### config.mk
export PLATFORM = sky130hd
export DESIGN_NAME = servo_write_packet_framer_unit
export DESIGN_NICKNAME = d
export VERILOG_FILES = /design/src/rtl/core/swpf_pkg.sv /design/src/rtl/core/swpf_ctrl.sv /design/src/rtl/core/swpf_dp.sv /design/src/rtl/core/servo_write_packet_framer_unit.sv
export VERILOG_INCLUDE_DIRS = /design/src /design/src/rtl/core
export SDC_FILE = /design/constraint.sdc
export NUM_CORES = 1
export LEC_CHECK = 0
export BUFFER_PORTS_ARGS = -buffer_cell sky130_fd_sc_hd__buf_2
export CELL_PAD_IN_SITES_DETAIL_PLACEMENT = 0
export CELL_PAD_IN_SITES_GLOBAL_PLACEMENT = 2
export CORE_ASPECT_RATIO = 1.4
export CORE_MARGIN = 2
export CORE_UTILIZATION = 35
export DETAILED_ROUTE_END_ITERATION = 6
export PLACE_DENSITY = 0.87
export SETUP_SLACK_MARGIN = 0.2
export SYNTH_ARGS = -nofsm -noshare
export SYNTH_HDL_FRONTEND = slang
export SYNTH_SLANG_ARGS = --single-unit
### constraint.sdc
create_clock -name clk -period 3.6 [get_ports clk]
set_input_delay 0.36 -clock clk [delete_from_list [all_inputs] [get_ports clk]]
set_output_delay 0.36 -clock clk [all_outputs]
set_load 0.01 [all_outputs]
### src/rtl/core/servo_write_packet_framer_unit_defines.svh
// Assertion macros used by the framer datapath.
`ifndef SERVO_WRITE_PACKET_FRAMER_UNIT_DEFINES_SVH
`define SERVO_WRITE_PACKET_FRAMER_UNIT_DEFINES_SVH

// Same-cycle implication, checked on every rising edge outside reset.
`define SWPF_ASSERT_NOW(label, ante, cons, msg) \
	label: assert property (@(posedge clk) disable iff (!arst_n) (ante) |-> (cons)) \
		else $error(msg);

// Next-cycle implication, checked on every rising edge outside reset.
`define SWPF_ASSERT_NEXT(label, ante, cons, msg) \
	label: assert property (@(posedge clk) disable iff (!arst_n) (ante) |=> (cons)) \
		else $error(msg);

`endif

### src/rtl/core/swpf_pkg.sv
package swpf_pkg;

	localparam logic [7:0] HEADER_BYTE = 8'hFF;
	localparam logic [3:0] LEN_OFFSET  = 4'd3;
	localparam logic [3:0] DATA_START  = 4'd6;
	localparam logic [3:0] ID_POS      = 4'd2;
	localparam logic [3:0] LEN_POS     = 4'd3;
	localparam logic [3:0] OPCODE_POS  = 4'd4;
	localparam logic [3:0] ADDR_POS    = 4'd5;

	localparam logic [7:0] OPCODE_RESET = 8'd3;

	localparam logic [1:0] CFG_WRITE_OPCODE  = 2'd0;
	localparam logic [1:0] CFG_DIR_PRESENT   = 2'd1;
	localparam logic [1:0] CFG_INVERT_DIR    = 2'd2;

	localparam logic [1:0] DRIVE_NONE = 2'd0;
	localparam logic [1:0] DRIVE_LOW  = 2'd1;
	localparam logic [1:0] DRIVE_HIGH = 2'd2;

	localparam logic [1:0] KIND_ONE_BYTE = 2'd0;

	typedef struct packed {
		logic [1:0]  req_type;
		logic [7:0]  servo_id;
		logic [7:0]  reg_addr;
		logic [15:0] value_first;
		logic [15:0] value_second;
		logic [15:0] value_third;
	} req_t;

	typedef struct packed {
		logic [7:0] tx_byte;
		logic       last_byte;
		logic [1:0] direction_drive;
	} rsp_t;

	typedef enum logic {
		ST_IDLE,
		ST_SEND
	} state_t;

	typedef struct packed {
		logic load;
		logic emit;
	} cmd_t;

	typedef struct packed {
		logic out_free;
		logic is_last;
	} status_t;

endpackage

### src/rtl/core/swpf_ctrl.sv
module swpf_ctrl (
	input  logic             clk,
	input  logic             arst_n,
	input  logic             req_valid,
	output logic             req_ready,
	input  swpf_pkg::status_t status,
	output swpf_pkg::cmd_t    cmd
);

	swpf_pkg::state_t state_q;
	swpf_pkg::state_t state_d;
	logic             emit;

	always_ff @(posedge clk or negedge arst_n) begin
		if (!arst_n) begin
			state_q <= swpf_pkg::ST_IDLE;
		end else begin
			state_q <= state_d;
		end
	end

	always_comb begin
		state_d = state_q;
		unique case (state_q)
			swpf_pkg::ST_IDLE: begin
				if (req_valid) begin
					state_d = swpf_pkg::ST_SEND;
				end
			end
			swpf_pkg::ST_SEND: begin
				if (status.out_free && status.is_last && !req_valid) begin
					state_d = swpf_pkg::ST_IDLE;
				end
			end
			default: state_d = swpf_pkg::ST_IDLE;
		endcase
	end

	// A new request is taken when idle, or in the cycle the checksum word is loaded.
	always_comb begin
		emit      = (state_q == swpf_pkg::ST_SEND) && status.out_free;
		req_ready = (state_q == swpf_pkg::ST_IDLE) || (emit && status.is_last);
		cmd.emit  = emit;
		cmd.load  = req_valid && req_ready;
	end

endmodule

### src/rtl/core/swpf_dp.sv
`include "servo_write_packet_framer_unit_defines.svh"

module swpf_dp (
	input  logic              clk,
	input  logic              arst_n,
	input  swpf_pkg::cmd_t    cmd,
	input  swpf_pkg::req_t    req,
	input  logic [7:0]        write_opcode,
	input  logic              direction_pin_present,
	input  logic              invert_direction,
	input  logic              rsp_ready,
	output logic              rsp_valid,
	output swpf_pkg::rsp_t    rsp,
	output swpf_pkg::status_t status
);

	logic [7:0]  id_q;
	logic [7:0]  addr_q;
	logic [7:0]  opcode_q;
	logic [3:0]  len_q;
	logic [47:0] data_q;
	logic [1:0]  drive_q;
	logic [3:0]  idx_q;
	logic [3:0]  last_idx_q;
	logic [7:0]  sum_q;
	logic        out_valid_q;
	swpf_pkg::rsp_t out_q;

	logic [3:0]  ndata;
	logic [1:0]  drive_d;
	logic [3:0]  data_pos;
	logic [7:0]  data_byte;
	logic [7:0]  cur_byte;
	logic        is_last;

	always_comb begin
		if (req.req_type == swpf_pkg::KIND_ONE_BYTE) begin
			ndata = 4'd1;
		end else begin
			ndata = {1'b0, req.req_type, 1'b0};
		end
		if (!direction_pin_present) begin
			drive_d = swpf_pkg::DRIVE_NONE;
		end else if (invert_direction) begin
			drive_d = swpf_pkg::DRIVE_LOW;
		end else begin
			drive_d = swpf_pkg::DRIVE_HIGH;
		end
	end

	always_comb begin
		is_last  = (idx_q == last_idx_q);
		data_pos = idx_q - swpf_pkg::DATA_START;
		unique case (data_pos[2:0])
			3'd0:    data_byte = data_q[7:0];
			3'd1:    data_byte = data_q[15:8];
			3'd2:    data_byte = data_q[23:16];
			3'd3:    data_byte = data_q[31:24];
			3'd4:    data_byte = data_q[39:32];
			3'd5:    data_byte = data_q[47:40];
			default: data_byte = data_q[7:0];
		endcase
		priority if (is_last) begin
			cur_byte = ~sum_q;
		end else if (idx_q < swpf_pkg::ID_POS) begin
			cur_byte = swpf_pkg::HEADER_BYTE;
		end else if (idx_q == swpf_pkg::ID_POS) begin
			cur_byte = id_q;
		end else if (idx_q == swpf_pkg::LEN_POS) begin
			cur_byte = {4'd0, len_q};
		end else if (idx_q == swpf_pkg::OPCODE_POS) begin
			cur_byte = opcode_q;
		end else if (idx_q == swpf_pkg::ADDR_POS) begin
			cur_byte = addr_q;
		end else begin
			cur_byte = data_byte;
		end
	end

	// Request capture; one-byte requests carry only the low byte of the first value.
	always_ff @(posedge clk) begin
		if (cmd.load) begin
			id_q       <= req.servo_id;
			addr_q     <= req.reg_addr;
			opcode_q   <= write_opcode;
			len_q      <= ndata + swpf_pkg::LEN_OFFSET;
			data_q     <= {req.value_third, req.value_second, req.value_first};
			drive_q    <= drive_d;
		end
	end

	// The byte counter stops on the checksum byte until the next request is loaded.
	always_ff @(posedge clk or negedge arst_n) begin
		if (!arst_n) begin
			idx_q      <= '0;
			last_idx_q <= swpf_pkg::DATA_START;
			sum_q      <= '0;
		end else if (cmd.load) begin
			idx_q      <= '0;
			last_idx_q <= ndata + swpf_pkg::DATA_START;
			sum_q      <= '0;
		end else if (cmd.emit) begin
			if (!is_last) begin
				idx_q <= idx_q + 4'd1;
			end
			if (idx_q >= swpf_pkg::ID_POS && !is_last) begin
				sum_q <= sum_q + cur_byte;
			end
		end
	end

	always_ff @(posedge clk or negedge arst_n) begin
		if (!arst_n) begin
			out_valid_q <= 1'b0;
		end else if (cmd.emit) begin
			out_valid_q <= 1'b1;
		end else if (rsp_ready) begin
			out_valid_q <= 1'b0;
		end
	end

	always_ff @(posedge clk) begin
		if (cmd.emit) begin
			out_q.tx_byte         <= cur_byte;
			out_q.last_byte       <= is_last;
			out_q.direction_drive <= drive_q;
		end
	end

	assign rsp_valid       = out_valid_q;
	assign rsp             = out_q;
	assign status.out_free = !out_valid_q || rsp_ready;
	assign status.is_last  = is_last;

	`SWPF_ASSERT_NOW(a_idx_bounded, 1'b1, idx_q <= last_idx_q, "byte index ran past checksum")
	`SWPF_ASSERT_NEXT(a_last_flag, cmd.emit && is_last, rsp_valid && rsp.last_byte,
		"checksum word not flagged last")
	`SWPF_ASSERT_NEXT(a_header, cmd.emit && (idx_q < swpf_pkg::ID_POS),
		rsp.tx_byte == swpf_pkg::HEADER_BYTE && !rsp.last_byte, "bad header word")
	`SWPF_ASSERT_NOW(a_drive_code, rsp_valid, rsp.direction_drive != 2'd3,
		"invalid direction drive code")

endmodule

### src/rtl/core/servo_write_packet_framer_unit.sv
// Servo bus write packet framer. Each request word on the req channel becomes one
// protocol write packet, sent as one byte per word on the rsp channel: two 0xFF
// header bytes, the servo id, the length (data bytes plus 3), the write opcode,
// the register address, the data bytes (one byte, or one to three 16-bit values
// low byte first) and an inverted 8-bit checksum over id through data, which is
// flagged with last_byte. Every word also carries the action for the transmit
// enable pin. A packet is 8, 9, 11 or 13 words long and leaves at one word per
// cycle while rsp_ready stays high; the rate is set by the single byte-wide output
// register, and the next request is taken in the cycle that the checksum word is
// loaded. Configuration (opcode, pin presence, pin polarity) is written through
// cfg_we, cfg_index and cfg_data; the user must write it only while the block
// is idle (not enforced); it is sampled when a request is accepted.
module servo_write_packet_framer_unit (
	input  logic           clk,
	input  logic           arst_n,
	input  logic           req_valid,
	output logic           req_ready,
	input  swpf_pkg::req_t req,
	output logic           rsp_valid,
	input  logic           rsp_ready,
	output swpf_pkg::rsp_t rsp,
	input  logic           cfg_we,
	input  logic [1:0]     cfg_index,
	input  logic [7:0]     cfg_data
);

	// Configuration registers. An index beyond the last register is ignored.
	logic [7:0] write_opcode_q;
	logic       dir_present_q;
	logic       invert_dir_q;

	swpf_pkg::cmd_t    cmd;
	swpf_pkg::status_t status;

	always_ff @(posedge clk or negedge arst_n) begin
		if (!arst_n) begin
			write_opcode_q <= swpf_pkg::OPCODE_RESET;
			dir_present_q  <= 1'b1;
			invert_dir_q   <= 1'b0;
		end else if (cfg_we) begin
			unique case (cfg_index)
				swpf_pkg::CFG_WRITE_OPCODE: write_opcode_q <= cfg_data;
				swpf_pkg::CFG_DIR_PRESENT:  dir_present_q  <= cfg_data[0];
				swpf_pkg::CFG_INVERT_DIR:   invert_dir_q   <= cfg_data[0];
				default: ;
			endcase
		end
	end

	// The controller sequences a packet: it takes a request, then steps the
	// datapath one byte each cycle that the output register can accept a word.
	swpf_ctrl u_ctrl (
		.clk       (clk),
		.arst_n    (arst_n),
		.req_valid (req_valid),
		.req_ready (req_ready),
		.status    (status),
		.cmd       (cmd)
	);

	// The datapath holds the request, the byte counter, the running checksum
	// and the output register that separates the two channels.
	swpf_dp u_dp (
		.clk                   (clk),
		.arst_n                (arst_n),
		.cmd                   (cmd),
		.req                   (req),
		.write_opcode          (write_opcode_q),
		.direction_pin_present (dir_present_q),
		.invert_direction      (invert_dir_q),
		.rsp_ready             (rsp_ready),
		.rsp_valid             (rsp_valid),
		.rsp                   (rsp),
		.status                (status)
	);

endmodule

==> run summary, run 1 <==
period utilization: 0.966
post-synthesis cell count: 359
drt drc: 0
leakage: 0.00272 µW
# rows: 52
CP Capture Type: flop
DR vias/cell: 4.95
asr flop ratio synth: 0.239
Die ar.: 15700 µm²
Hold Fails Final Rpt: 0
Ports: 94
Yosys Warn Count: 0
fmax: 287 MHz
Hold Path Depth: 1
Routed WL per cell: 17.2 µm
final setup vio count: 0
cell depth of the worst setup path: 17
max incr delay on CP: 440 ps
clock sinks: 117
setup ws final: 121 ps
Max-cap violations: 0
CP arrival: 3770 ps
initial core utilization: 0.357
DR pass1 iterations: 6
worst r2r path cells: 17
Crit path buffers/inverters: 2
synth unique cells: 56
CTS Buf Count: 17
vias: 3454
skew final: 6.05 ps
H-tree depth: 4
sequential area share after synthesis: 0.656
layout cell share with drive strength beyond 1: 0.452
ys flop type: edfxtp_1
Tot GR Track Use: 0.158
syn avg cell area: 14.4 µm²
Finished Layout Cells: 698
vias in the first global route: 3619
post-route minimum period: 3480 ps
critical path start-end classification: reg -> reg
largest net degree at the start of global routing: 85
crit-path max FO: 4
Die Ht: 148 µm
Die Wd: 107 µm
Post-Syn Area: 5150 µm²
first-pass GRT wire length: 18800 µm
CTS Buffer Depth: 2
worst relative slew slack: 0.556
Worst Path Required: 3890 ps
final count of pins violating max slew: 0
Final ANT Viol Nets: 0
clock-pin slew on the worst setup and hold paths: 60 ps
CP delay by family, top: compound AO/OA/AOI/OAI gates
Core Box Area: 14400 µm²
status: finished, final reports clean
PortBufs: 93
Worst path slowest cell: dfrtp_2
worst min-delay path class: in -> reg
drt total wl: 12000 µm
worst vdd ir: 0.000527 V
Seq cells post-synth: 117
gpl congestion: 0.841
number of enable flip-flop cells after synthesis: 89
DR iter-0 viols: 169
root buffer cell: clkbuf_16
pre-CTS worst setup slack: -367 ps
CP most frequent cell: o21a_1
Startpoint Class: flop
detailed-placement wirelength estimate: 8510 µm
area of the multi-input gates: 1850 µm²
FF+latch area: 3380 µm²
syn nets: 460
unrepaired setup endpoints after global routing: yes
Final Net Count: 597
CTS tree: yes
global route overflow: 0
Worst Tran Pin Value: 667 ps
Area Overhead vs Synth: 34.8%
Cell Pwr Density: 1090 nW/µm²
initial antenna violation count: 0
fill count: 1319
Inst Count DP: 653
crit path cell chain: inv_4 -> ha_4 -> or2_1 -> or2_4 -> mux2i_2 -> nor3_2 -> a2111oi_4 -> a221oi_2 -> ha_2 -> inv_2 -> fa_2 -> nor2b_2 -> o21ai_2 -> a21oi_2 -> o21a_1 -> o21a_1 -> o31ai_2
Diodes inserted: 0
Worst-Skew Late Latency: 420 ps
-- sequential cells by signal (all words and copies together) (netlist names) --
| signal | count |
|---|---|
| u_dp.data_q | 48 |
| u_dp.rsp | 11 |
| u_dp.addr_q | 8 |
| u_dp.id_q | 8 |
| u_dp.opcode_q | 8 |
| u_dp.sum_q | 8 |
| write_opcode_q | 8 |
| u_dp.idx_q | 4 |
| u_dp.last_idx_q | 4 |
| u_dp.len_q | 4 |
| u_dp.drive_q | 2 |
| dir_present_q | 1 |
| invert_dir_q | 1 |
| u_ctrl.state_q | 1 |
| u_dp.rsp_valid | 1 |
-- placed cells by master, fill, tap and decap left out, types with 5 or more instances in the layout --
cell type   synthesis  routed
mux2_2             11      11
nand3_1            11      11
nor3_1              7       5
nor2_1             10      10
nand2_1            26      26
buf_2               7      93
o21ai_1             3       7
edfxtp_1           89      89
dfrtp_1            23      21
a222oi_1            9       9
clkbuf_16           0      17
ha_4                0       6
mux2i_1            14      13
o21ai_0            15      10
buf_4               2      35
a22oi_1            10      10
ha_1               19      11
inv_1              15      10
dfstp_2             5       5
a21oi_1             9       5
clkinvlp_4          0       5
xor2_1              7       7
-- kinds of logic (layout without fill, tap and decap cells) --
logic type / count (synthesis) / after routing / synth area share
compound gates: 75 / 75 / 0.109
xor+xnor: 10 / 10 / 0.0199
fa+ha+maj: 20 / 20 / 0.0500
buf+inv: 31 / 181 / 0.0286
flops: 117 / 117 / 0.656
mux: 25 / 25 / 0.0512
simple gates: 81 / 81 / 0.0854
-- synthesized netlist by cell type, types with 3 or more instances --
library cell | number | area (µm²)
edfxtp_1 | 89 | 2670
nand2_1 | 26 | 97.6
dfrtp_1 | 23 | 576
ha_1 | 19 | 238
inv_1 | 15 | 56.3
o21ai_0 | 15 | 75.1
mux2i_1 | 14 | 140
mux2_2 | 11 | 124
nand3_1 | 11 | 55.1
a22oi_1 | 10 | 75.1
nor2_1 | 10 | 37.5
a21oi_1 | 9 | 45.0
a222oi_1 | 9 | 90.1
buf_2 | 7 | 35.0
nor3_1 | 7 | 35.0
xor2_1 | 7 | 61.3
dfstp_2 | 5 | 131
a32oi_1 | 4 | 35.0
clkbuf_1 | 4 | 15.0
nand2b_1 | 4 | 25.0
nand3b_1 | 4 | 30.0
o31ai_1 | 4 | 30.0
a221oi_1 | 3 | 26.3
nor2b_1 | 3 | 18.8
o21ai_1 | 3 | 15.0
-- metrics by stage --
stage	instance area, µm²	util	power, µW	setup TNS, ps	hold slack [ps]
6_report	6950	0.481	7550	0	115
5_1_grt	6950	0.481	8000	-99.8	102
4_1_cts	6780	0.470	7160	0	104
3_5_place_dp	6030	0.417	5180	-737	424
3_3_place_gp	6030	0.417	5100	-462	424
2_1_floorplan	5200	-	4180	0	64.4
-- cell type report --
class | instances | share of cell area
repair buffers | 133 | 0.115
well taps | 189 | 0.0340
clock buffers | 18 | 0.0618
multi-input cells | 211 | 0.266
flip-flops and latches | 117 | 0.487
inverters | 16 | 0.00936
clock inverters | 14 | 0.0265
-- timing repair --
item | 4_1_cts | 5_1_grt
endpoints found under the setup margin | 6 | 4
hold buffers | 1 | 0
gates resized for setup | 27 | 23
buffers inserted | 5 | 7
pin swaps | 12 | 20
hold endpoints to repair | 23 | 0
-- worst paths after layout --
kind / startpoint / to / slack [ps]
hold reg to reg: u_dp.drive_q[1] / u_dp.rsp[1] / 430
setup / recovery: u_dp.idx_q[1] / u_dp.sum_q[6] / 120
hold / removal: req[46] / u_dp.data_q[14] / 120
max in group asynchronous: arst_n / u_dp.idx_q[1] / 2610
min in group asynchronous: arst_n / u_ctrl.state_q / 520
setup reg to reg: u_dp.idx_q[1] / u_dp.sum_q[6] / 120
-- metal layers --
| layer | share of wire | track usage | up-vias |
|---|---|---|---|
| li1 | - | - | 1648 |
| met1 | 0.39 | 0.174 | 1687 |
| met2 | 0.54 | 0.280 | 93 |
| met3 | 0.034 | 0.0366 | 26 |
| met4 | 0.030 | 0.0877 | 0 |
| met5 | 0 | 0 | - |
-- report_power, final --
| group | internal, µW | total (µW) | leakage [µW] | switching (µW) |
|---|---|---|---|---|
| Combinational | 1760 | 3720 | 0.00130 | 1960 |
| Sequential | 1890 | 2080 | 0.00114 | 188 |
| Clock | 1150 | 1750 | 0.000283 | 597 |
| Total | 4800 | 7550 | 0.00272 | 2750 |
Power figures use the tool's default switching activity.
==> inputs of run 2 (changes only) <==
--- a/config.mk
+++ b/config.mk
@@ -13,7 +13,7 @@
 export CORE_MARGIN = 2
 export CORE_UTILIZATION = 35
 export DETAILED_ROUTE_END_ITERATION = 6
-export PLACE_DENSITY = 0.87
+export PLACE_DENSITY_LB_ADDON = 0.3
 export SETUP_SLACK_MARGIN = 0.2
 export SYNTH_ARGS = -nofsm -noshare
 export SYNTH_HDL_FRONTEND = slang
==> run summary, run 2 (synthesis results as in run 1) <==
layout cell share with drive strength beyond 1: 0.477 (+0.0253)
CTS Buffer Depth: 2 (unchanged)
period utilization: 0.964 (-0.00201)
clock sinks: 117 (unchanged)
first-pass GRT wire length: 20000 µm (+6.3%)
leakage: 0.00281 µW (+3.6%)
Routed WL per cell: 18.2 µm (+5.9%)
CP delay by family, top: compound AO/OA/AOI/OAI gates
most frequent cells in the layout: 93 x buf_2, 89 x edfxtp_1, 41 x buf_4, 26 x nand2_1, 20 x dfrtp_1
Die ar.: 15700 µm² (unchanged)
Cell Pwr Density: 1130 nW/µm² (+4.3%)
Hold Fails Final Rpt: 0 (unchanged)
CP arrival: 3780 ps (about the same)
Startpoint Class: flop
CP Capture Type: flop
fmax: 288 MHz (+0.21%)
Power, Total: 8080 µW (+7.0%)
final setup vio count: 0 (unchanged)
Ports: 94 (unchanged)
PortBufs: 93 (unchanged)
Die Wd: 107 µm (unchanged)
Worst Tran Pin Value: 734 ps (+67.8 ps)
CTS Buf Count: 17 (unchanged)
initial core utilization: 0.357 (unchanged)
Diodes inserted: 0 (unchanged)
worst min-delay path class: in -> async
status: finished, final reports clean
DR vias/cell: 4.93 (-0.37%)
crit-path max FO: 5 (+1)
DR pass1 iterations: 5 (-1)
Worst path slowest cell: dfrtp_2
crit path cell chain: inv_4 -> ha_4 -> or2_1 -> or2_4 -> mux2i_2 -> nor3_2 -> a2111oi_2 -> a221oi_2 -> ha_2 -> inv_2 -> fa_2 -> nor2b_1 -> o21ai_1 -> a21oi_1 -> o21a_1 -> nor3_1 -> o31ai_1
Worst Path Required: 3910 ps (+20 ps)
skew final: 9.86 ps (+3.82 ps)
Max-cap violations: 0 (unchanged)
vias in the first global route: 3761 (+3.9%)
Final Net Count: 614 (+2.8%)
detailed-placement wirelength estimate: 8790 µm (+3.4%)
largest net degree at the start of global routing: 43 (-49%)
worst vdd ir: 0.000464 V (-12%)
Tot GR Track Use: 0.171 (+0.0129)
post-route minimum period: 3470 ps (-7.24 ps)
drt drc: 0 (unchanged)
max incr delay on CP: 440 ps (about the same)
CTS tree: yes
global route overflow: 0 (unchanged)
Crit path buffers/inverters: 2 (unchanged)
Biggest register: u_dp.data_q
vias: 3525 (+2.1%)
Finished Layout Cells: 715 (+2.4%)
Worst-Skew Late Latency: 420 ps (about the same)
leading cell type in the layout, fill and taps excluded: buf_2
critical path start-end classification: reg -> reg
final count of pins violating max slew: 0 (unchanged)
H-tree depth: 4 (unchanged)
DR iter-0 viols: 215 (+27%)
# rows: 52 (unchanged)
root buffer cell: clkbuf_16
drt total wl: 13000 µm (+8.5%)
Inst Count DP: 653 (unchanged)
worst relative slew slack: 0.510 (-0.0452)
cell depth of the worst setup path: 17 (unchanged)
Final Core Density: 0.494 (+0.0126)
Core Box Area: 14400 µm² (unchanged)
Largest register FFs: 48 (unchanged)
gpl congestion: 0.838 (-0.39%)
clock-pin slew on the worst setup and hold paths: 60 ps (about the same)
Die Ht: 148 µm (unchanged)
Hold Buf Count CTS: 0 (-1)
Area Overhead vs Synth: 38.3%
worst r2r path cells: 17 (unchanged)
initial antenna violation count: 0 (unchanged)
unrepaired setup endpoints after global routing: yes
Final ANT Viol Nets: 0 (unchanged)
-- run 2: path summary, 6_finish.rpt --
path	from	to	slack (ps)
setup / recovery	u_dp.idx_q[1]	u_dp.sum_q[6]	130
min in group clk	req[61]	u_dp.id_q[5]	110
hold / removal	arst_n	u_dp.idx_q[2]	5
hold reg to reg	u_dp.drive_q[1]	u_dp.rsp[1]	420
max in group asynchronous	arst_n	u_dp.idx_q[0]	3090
setup reg to reg	u_dp.idx_q[1]	u_dp.sum_q[6]	130
-- run 2: layout make-up --
cell class	count	area, µm²
clock buffers	20	457
clock inverters	12	130
fillers	1268	7310
inverters	16	65.1
multi-input cells	211	1870
flip-flops and latches	117	3380
well taps	189	236
repair buffers	150	992
-- run 2: power by group --
group,internal (µW),switching [µW],leakage [µW]
clock,1050,599,0.000274
combinational,2240,2080,0.00141
sequential,1900,208,0.00113
total,5190,2890,0.00281
-- run 2: repair_timing --
item	in CTS	in global routing
gates resized for setup	27	38
setup buffers	24	6
setup endpoints to repair	3	4
pin swaps	17	21
endpoints found under the hold margin	0	0
-- run 2: routing by layer --
| layer | GRT usage | wire length, µm |
|---|---|---|
| met1 | 0.192 | 5220 |
| met2 | 0.305 | 7060 |
| met3 | 0.0428 | 492 |
| met4 | 0.0753 | 211 |
| met5 | 0 | 0 |
-- run 2: through the flow --
step | hold slack [ps] | setup TNS, ps | setup WS, ps | instance area [µm²]
floorplan | 64.4 | 0 | 226 | 5200
global placement | 408 | -132 | -132 | 6030
detailed placement | 405 | -191 | -191 | 6030
CTS | 14.3 | 0 | 68.6 | 6890
global route | 35.6 | -112 | -85.5 | 7130
finish | 4.70 | 0 | 129 | 7130
